**config.mk**
```make
export PLATFORM = sky130hd
export DESIGN_NAME = sorted_value_table_with_threshold_counts
export DESIGN_NICKNAME = d
export VERILOG_FILES = /design/src/rtl/core/svt_pkg.sv /design/src/rtl/core/svt_ram.sv /design/src/rtl/core/sorted_value_table_with_threshold_counts.sv
export SDC_FILE = /design/constraint.sdc
export NUM_CORES = 2
export LEC_CHECK = 0
export BUFFER_PORTS_ARGS = -buffer_cell sky130_fd_sc_hd__buf_4
export CORE_MARGIN = 2
export CORE_UTILIZATION = 65
export CTS_BUF_LIST = sky130_fd_sc_hd__clkbuf_8 sky130_fd_sc_hd__clkbuf_16
export CTS_CLUSTER_SIZE = 16
export DETAILED_ROUTE_END_ITERATION = 12
export PLACE_DENSITY = 0.8
export SLEW_MARGIN = 10
export SYNTH_ARGS = -nofsm -noshare
export SYNTH_HDL_FRONTEND = slang
export SYNTH_SLANG_ARGS = --single-unit
```
**constraint.sdc**
```tcl
create_clock -name clk_i -period 12 [get_ports clk_i]
set_input_delay 0.6 -clock clk_i [delete_from_list [all_inputs] [get_ports clk_i]]
set_output_delay 0.6 -clock clk_i [all_outputs]
set_load 0.01 [all_outputs]
```
**src/rtl/core/svt_pkg.sv**
```systemverilog
package svt_pkg;

  localparam int unsigned PriceW = 24;
  localparam int unsigned PosW   = 7;
  localparam int unsigned OutCntW = 8;
  localparam int unsigned CfgIdxW = 1;

  localparam logic [PriceW-1:0] LowThrRst  = 24'd38400;
  localparam logic [PriceW-1:0] HighThrRst = 24'd396800;

  typedef enum logic [1:0] {
    OP_INSERT = 2'd0,
    OP_DELETE = 2'd1,
    OP_READ   = 2'd2
  } op_e;

  typedef enum logic [1:0] {
    STATUS_OK      = 2'd0,
    STATUS_FULL    = 2'd1,
    STATUS_BAD_POS = 2'd2
  } status_e;

  typedef enum logic [CfgIdxW-1:0] {
    REG_LOW_THR  = 1'd0,
    REG_HIGH_THR = 1'd1
  } reg_idx_e;

  typedef enum logic [1:0] {
    S_IDLE,
    S_SCAN,
    S_FINISH
  } state_e;

  typedef struct packed {
    logic [1:0]        op;
    logic [PriceW-1:0] price;
    logic [PosW-1:0]   position;
  } svt_req_t;

  typedef struct packed {
    logic [1:0]         status;
    logic [PriceW-1:0]  read_value;
    logic [OutCntW-1:0] entry_count;
    logic [OutCntW-1:0] count_below;
    logic [OutCntW-1:0] count_above;
  } svt_rsp_t;

endpackage

```
**src/rtl/core/svt_ram.sv**
```systemverilog
module svt_ram #(
  parameter int unsigned Depth = 128,
  parameter int unsigned Width = 24
) (
  input  logic                     clk_i,
  input  logic                     we_i,
  input  logic [$clog2(Depth)-1:0] waddr_i,
  input  logic [Width-1:0]         wdata_i,
  input  logic                     re_i,
  input  logic [$clog2(Depth)-1:0] raddr_i,
  output logic [Width-1:0]         rdata_o
);

  logic [Width-1:0] mem [Depth];
  logic [Width-1:0] rdata_q;

  always_ff @(posedge clk_i) begin
    if (we_i) begin
      mem[waddr_i] <= wdata_i;
    end
  end

  always_ff @(posedge clk_i) begin
    if (re_i) begin
      rdata_q <= mem[raddr_i];
    end
  end

  assign rdata_o = rdata_q;

endmodule

```
**src/rtl/core/sorted_value_table_with_threshold_counts.sv**
```systemverilog
// done_o is registered and rises after the start is taken, once the S_SCAN sweep and S_FINISH are through
// one item at a time: a new start is taken only in S_IDLE; busy_o stays high through S_SCAN and S_FINISH
// each item sweeps the stored entries once through the two-port table ram, one entry a cycle
// a new start is taken in the cycle that done_o is high; the receiver cannot stall results
// reset: table empty, thresholds back to 150.0 and 1550.0, stored entries left as they are
module sorted_value_table_with_threshold_counts #(
  parameter int unsigned CAPACITY = 128
) (
  input  logic                                  clk_i,
  input  logic                                  rst_ni,
  input  logic                                  start_i,
  output logic                                  busy_o,
  input  svt_pkg::svt_req_t                     req_i,
  output logic                                  done_o,
  output svt_pkg::svt_rsp_t                     rsp_o,
  input  logic                                  cfg_valid_i,
  output logic                                  cfg_ready_o,
  input  logic [svt_pkg::CfgIdxW-1:0]           cfg_index_i,
  input  logic [svt_pkg::PriceW-1:0]            cfg_data_i
);

  localparam int unsigned AW = $clog2(CAPACITY);
  localparam int unsigned CW = $clog2(CAPACITY + 1);
  localparam int unsigned XW = (CW > svt_pkg::PosW) ? CW : svt_pkg::PosW;
  localparam int unsigned PW = svt_pkg::PriceW;

  svt_pkg::state_e state_q, state_d;

  logic [PW-1:0] low_q, high_q;
  logic [1:0]    op_q, op_d;
  logic [PW-1:0] price_q, price_d;
  logic [svt_pkg::PosW-1:0] pos_q, pos_d;
  logic          ins_ok_q, ins_ok_d;
  logic          del_ok_q, del_ok_d;
  logic          rd_ok_q, rd_ok_d;
  logic          placed_q, placed_d;
  logic [1:0]    status_q, status_d;
  logic [PW-1:0] rdval_q, rdval_d;
  logic [CW-1:0] count_q, count_d;
  logic [CW-1:0] below_q, below_d;
  logic [CW-1:0] above_q, above_d;
  logic [CW-1:0] iss_cnt_q, iss_cnt_d;
  logic [AW-1:0] iss_addr_q, iss_addr_d;
  logic [AW-1:0] tag_q, tag_d;
  logic          rv_q, rv_d;
  logic          done_q, done_d;
  svt_pkg::svt_rsp_t rsp_q, rsp_d;

  logic          we;
  logic [AW-1:0] waddr;
  logic [PW-1:0] wdata;
  logic          re;
  logic [PW-1:0] rdata;
  logic          skip;
  logic [CW-1:0] cnt_fin;

  svt_ram #(
    .Depth(CAPACITY),
    .Width(PW)
  ) u_ram (
    .clk_i  (clk_i),
    .we_i   (we),
    .waddr_i(waddr),
    .wdata_i(wdata),
    .re_i   (re),
    .raddr_i(iss_addr_q),
    .rdata_o(rdata)
  );

  assign busy_o      = (state_q != svt_pkg::S_IDLE);
  assign cfg_ready_o = (state_q == svt_pkg::S_IDLE);
  assign done_o      = done_q;
  assign rsp_o       = rsp_q;

  always_ff @(posedge clk_i or negedge rst_ni) begin
    if (!rst_ni) begin
      low_q  <= svt_pkg::LowThrRst;
      high_q <= svt_pkg::HighThrRst;
    end else if (cfg_valid_i && cfg_ready_o) begin
      case (cfg_index_i)
        svt_pkg::REG_LOW_THR:  low_q  <= cfg_data_i;
        svt_pkg::REG_HIGH_THR: high_q <= cfg_data_i;
        default: ;
      endcase
    end
  end

  always_ff @(posedge clk_i or negedge rst_ni) begin
    if (!rst_ni) begin
      state_q    <= svt_pkg::S_IDLE;
      op_q       <= '0;
      ins_ok_q   <= 1'b0;
      del_ok_q   <= 1'b0;
      rd_ok_q    <= 1'b0;
      placed_q   <= 1'b0;
      count_q    <= '0;
      iss_cnt_q  <= '0;
      iss_addr_q <= '0;
      tag_q      <= '0;
      rv_q       <= 1'b0;
      done_q     <= 1'b0;
    end else begin
      state_q    <= state_d;
      op_q       <= op_d;
      ins_ok_q   <= ins_ok_d;
      del_ok_q   <= del_ok_d;
      rd_ok_q    <= rd_ok_d;
      placed_q   <= placed_d;
      count_q    <= count_d;
      iss_cnt_q  <= iss_cnt_d;
      iss_addr_q <= iss_addr_d;
      tag_q      <= tag_d;
      rv_q       <= rv_d;
      done_q     <= done_d;
    end
  end

  always_ff @(posedge clk_i) begin
    price_q  <= price_d;
    pos_q    <= pos_d;
    status_q <= status_d;
    rdval_q  <= rdval_d;
    below_q  <= below_d;
    above_q  <= above_d;
    rsp_q    <= rsp_d;
  end

  always_comb begin
    state_d    = state_q;
    op_d       = op_q;
    price_d    = price_q;
    pos_d      = pos_q;
    ins_ok_d   = ins_ok_q;
    del_ok_d   = del_ok_q;
    rd_ok_d    = rd_ok_q;
    placed_d   = placed_q;
    status_d   = status_q;
    rdval_d    = rdval_q;
    count_d    = count_q;
    below_d    = below_q;
    above_d    = above_q;
    iss_cnt_d  = iss_cnt_q;
    iss_addr_d = iss_addr_q;
    tag_d      = tag_q;
    rv_d       = 1'b0;
    done_d     = 1'b0;
    rsp_d      = rsp_q;
    we         = 1'b0;
    waddr      = '0;
    wdata      = '0;
    re         = 1'b0;
    skip       = 1'b0;
    cnt_fin    = count_q;

    case (state_q)
      svt_pkg::S_IDLE: begin
        if (start_i) begin
          op_d     = req_i.op;
          price_d  = req_i.price;
          pos_d    = req_i.position;
          ins_ok_d = (req_i.op == svt_pkg::OP_INSERT) && (count_q < CW'(CAPACITY));
          del_ok_d = (req_i.op == svt_pkg::OP_DELETE) &&
                     (XW'(req_i.position) < XW'(count_q));
          rd_ok_d  = (req_i.op == svt_pkg::OP_READ) &&
                     (XW'(req_i.position) < XW'(count_q));
          status_d = svt_pkg::STATUS_OK;
          if ((req_i.op == svt_pkg::OP_INSERT) && !(count_q < CW'(CAPACITY))) begin
            status_d = svt_pkg::STATUS_FULL;
          end else if (((req_i.op == svt_pkg::OP_DELETE) ||
                        (req_i.op == svt_pkg::OP_READ)) &&
                       !(XW'(req_i.position) < XW'(count_q))) begin
            status_d = svt_pkg::STATUS_BAD_POS;
          end
          placed_d  = 1'b0;
          rdval_d   = '0;
          below_d   = '0;
          above_d   = '0;
          iss_cnt_d = count_q;
          if (req_i.op == svt_pkg::OP_INSERT) begin
            iss_addr_d = AW'(count_q - CW'(1));
          end else begin
            iss_addr_d = '0;
          end
          state_d = svt_pkg::S_SCAN;
        end
      end

      svt_pkg::S_SCAN: begin
        if (iss_cnt_q != '0) begin
          re        = 1'b1;
          rv_d      = 1'b1;
          tag_d     = iss_addr_q;
          iss_cnt_d = iss_cnt_q - CW'(1);
          if (op_q == svt_pkg::OP_INSERT) begin
            iss_addr_d = iss_addr_q - AW'(1);
          end else begin
            iss_addr_d = iss_addr_q + AW'(1);
          end
        end else begin
          state_d = svt_pkg::S_FINISH;
        end
        if (rv_q) begin
          // entries sweep upward one slot until the new price finds its place
          if (ins_ok_q && !placed_q) begin
            we    = 1'b1;
            waddr = tag_q + AW'(1);
            if (rdata > price_q) begin
              wdata = rdata;
            end else begin
              wdata    = price_q;
              placed_d = 1'b1;
            end
          end
          if (del_ok_q && (XW'(tag_q) > XW'(pos_q))) begin
            we    = 1'b1;
            waddr = tag_q - AW'(1);
            wdata = rdata;
          end
          if (rd_ok_q && (XW'(tag_q) == XW'(pos_q))) begin
            rdval_d = rdata;
          end
          skip = del_ok_q && (XW'(tag_q) == XW'(pos_q));
          if (!skip) begin
            below_d = below_q + CW'(rdata < low_q);
            above_d = above_q + CW'(rdata > high_q);
          end
        end
      end

      svt_pkg::S_FINISH: begin
        if (ins_ok_q && !placed_q) begin
          we    = 1'b1;
          waddr = '0;
          wdata = price_q;
        end
        if (ins_ok_q) begin
          cnt_fin = count_q + CW'(1);
        end else if (del_ok_q) begin
          cnt_fin = count_q - CW'(1);
        end
        count_d           = cnt_fin;
        rsp_d.status      = status_q;
        rsp_d.read_value  = rdval_q;
        rsp_d.entry_count = svt_pkg::OutCntW'(cnt_fin);
        rsp_d.count_below = svt_pkg::OutCntW'(below_q + CW'(ins_ok_q && (price_q < low_q)));
        rsp_d.count_above = svt_pkg::OutCntW'(above_q + CW'(ins_ok_q && (price_q > high_q)));
        done_d            = 1'b1;
        state_d           = svt_pkg::S_IDLE;
      end

      default: begin
        state_d = svt_pkg::S_IDLE;
      end
    endcase
  end

endmodule
```
==> flow_metrics.env <==
export IMPL_worstSkewPairLatency_ns=1.00
export IMPL_rsz0062_at_grt="false"
export IMPL_areaGrowthSynthToFinish_pct=12.5
export IMPL_power_density_nw_per_um2=216
export IMPL_max_clock_freq_ghz=0.179
export IMPL_placed_cell_area_um2=136000
export IMPL_portBuffers=114
export IMPL_final_hold_viol_count=0
export IMPL_vdd_drop_max_uv=189
export IMPL_routed_wl_mm=361
export IMPL_power_mw=31.8
export IMPL_synthFlopType="edfxtp_1"
export IMPL_initial_utilization_pct=65.3
export IMPL_syn_mean_instance_area_um2=22.1
export IMPL_floorplan_die_area_um2=204000
export IMPL_finalCritPeriodShare_pct=46.5
export IMPL_clk_root_buffer_cell="clkbuf_16"
export IMPL_path_class="reg2reg"
export IMPL_grt_use_met2_pct=56.1
export IMPL_routabilityCongestion=0.891
export IMPL_die_h_um=452
export IMPL_clk_pin_slew_worst_paths_ns=0.06
export IMPL_vias=68805
export IMPL_viasPerCell=7.45
export IMPL_die_w_um=452
export IMPL_dp_slack_ns=6.79
export IMPL_min_delay_path_class="in2reg"
export IMPL_async_flop_share_pct=2.66
export IMPL_netlist_instances=5900
export IMPL_fillers=10241
export IMPL_first_pass_iters=6
export IMPL_final_common_cell="edfxtp_1"
export IMPL_yosysSeqAreaShare_pct=75.8
export IMPL_cts_tree="done"
export IMPL_grt_antenna_before_repair=21
export IMPL_grt_usage_pct=35.8
export IMPL_grt_max_degree=150
export IMPL_ys_ff_latch=3307
export IMPL_fin_skew_ns=0.0841
export IMPL_clock_sinks=3307
export IMPL_worst_path_max_fanout=50
export IMPL_drv_cap=0
export IMPL_required_ns=12.61
export IMPL_fin_hold_ws_ns=0.0475
export IMPL_syn_area_um2=130000
export IMPL_detailed_place_hpwl_mm=184
export IMPL_r2r_setup_slack_ns=6.41
export IMPL_overflow=0
export IMPL_setup_slack_ns=6.41
export IMPL_mostFrequentLayoutCells="edfxtp_1 (3,219), mux4_2 (864), clkbuf_16 (337), buf_4 (320), mux2i_1 (226)"
export IMPL_routedWlPerCell_um=39.1
export IMPL_cts_buffers=334
export IMPL_core_area_um2=200000
export IMPL_fin_util_pct=73.5
export IMPL_setup_worst_path_end_class="flip-flop"
export IMPL_finalSetupTns_ns=0
export IMPL_design_area_um2=147000
export IMPL_clockBufferDepth=4
export IMPL_grtUsageMet1_pct=47.7
export IMPL_nNetsFinal=6538
export IMPL_synth_fp_nets=6119
export IMPL_fin_cells=9231
export IMPL_worstMarginPinSlew_ns=1.19
export IMPL_route_detailed_drc=0
export IMPL_post_cts_setup_buffer_count=0
export IMPL_use_met3_pct=9.53
export IMPL_slew_violations=0
export IMPL_rows=164
export IMPL_slew_headroom_pct=18.4
export IMPL_worstSetupStartpointType="flip-flop"
export IMPL_grt_busiest_layer="met2"
export IMPL_cp_arrival_ns=6.20
export IMPL_synth_warnings=0
export IMPL_grt_first_pass_wirelength_mm=513
export IMPL_p_leak_nw=44.4
export IMPL_drt_initial_drc_count=12121
export IMPL_io_pins=115
export IMPL_grt_pass1_vias=69376
export IMPL_synth_edff_count=3219
export IMPL_status="completed"
export IMPL_dp_cells=8581
export IMPL_ant_nets=0
export IMPL_synth_distinct_cells=81
export IMPL_drive_gt1_share_pct=29.0
export IMPL_min_period_ns=5.59
export IMPL_h_tree_depth=5
export IMPL_setup_viol=0
timing repair:
action | CTS | global route
setup endpoints to repair | 0 | 0
hold endpoints to repair | 110 | 0
gates resized for setup | 0 | 0
hold buffers | 58 | 0
power by group:
| part | switching (mW) | internal, mW | leakage (nW) |
|---|---|---|---|
| registers | 0.436 | 13.1 | 27.6 |
| clock network | 4.41 | 5.62 | 5.24 |
| logic | 4.80 | 3.38 | 11.5 |
final timing paths:
kind                                           startpoint                         end  cells after the start
worst max-delay path            iss_addr_q[1]$_DFFE_PN0P_  u_ram.rdata_o[8]$_DFFE_PP_                      7
worst min-delay path                            req_i[32]         op_q[1]$_DFFE_PN0P_                      3
worst max register to register  iss_addr_q[1]$_DFFE_PN0P_  u_ram.rdata_o[8]$_DFFE_PP_                      7
worst min register to register  rdval_q[22]$_SDFFCE_PN0P_         rsp_o[46]$_DFFE_PP_                      0
max in group asynchronous                          rst_ni   iss_addr_q[1]$_DFFE_PN0P_                      3
min in group asynchronous                          rst_ni       high_q[7]$_DFFE_PN0P_                      2
cells in the mapped netlist (all sizes together) (3+ instances only):
cell	count	area share [%]
o22ai	31	0.15
nand3	48	0.18
buf	206	0.78
ha	156	1.5
dfrtp	79	1.5
mux2	59	0.51
a22oi	100	0.58
nand2	60	0.17
o21a	6	0.035
inv	113	0.33
a21oi	57	0.22
mux2i	226	1.7
nor2b	14	0.069
nor4	5	0.024
a211oi	30	0.17
edfxtp	3219	74
a31oi	5	0.024
xnor2	32	0.21
nor2	52	0.15
and3	6	0.029
nand2b	12	0.058
xor2	17	0.11
o21ai	59	0.24
a21o	23	0.13
or2	5	0.024
and2	30	0.14
or3	6	0.029
a22o	25	0.17
clkbuf	96	0.28
nand4	53	0.25
mux4	864	15
nor3	139	0.56
and4	4	0.029
dfstp	9	0.18
or4	3	0.017
a221oi	4	0.027
o211ai	8	0.046
cell families after synthesis:
kind of cell | Yosys count | share of synthesized area [%]
flops | 3307 | 75.8
mux | 1149 | 17.2
simple gates | 445 | 1.80
buf+inv | 415 | 1.38
compound gates | 378 | 2.02
fa+ha+maj | 157 | 1.51
xor+xnor | 49 | 0.329
final cells by class:
cell class	count	area [um2]	area share, %
flip-flops and latches	3307	98900	67.4
multi-input cells	2178	30700	20.9
clock buffers	342	8500	5.79
well taps	2656	3320	2.26
repair buffers	385	3120	2.13
clock inverters	243	1720	1.17
inverters	113	424	0.289
diodes	7	17.5	0.0119
routing by layer:
metal | wire, um | vias up
met3 | 49300 | 1268
met2 | 172000 | 6543
met5 | 221 | -
li1 | - | 25770
met1 | 118000 | 35212
met4 | 21100 | 12
registers in the layout, summed over array words and instances, names as in the netlist, 2 cells and up:
register and flops:
u_ram.mem 3072, rsp_o 50, high_q 24, low_q 24, price_q 24, rdval_q 24, u_ram.rdata_o 24, above_q 8
below_q 8, count_q 8, iss_cnt_q 8, iss_addr_q 7, pos_q 7, tag_q 7, op_q 2, state_q 2
status_q 2
critical path, stage by stage, from the launching register on:
cell and delay, ns:
dfrtp_4 0.96, buf_4 0.77, buf_4 0.76, mux4_2 0.35
mux2i_1 0.13, a22oi_1 0.68, nand4_1 0.62, a211oi_1 0.84
No activity file was read; power rests on OpenSTA's default activity.
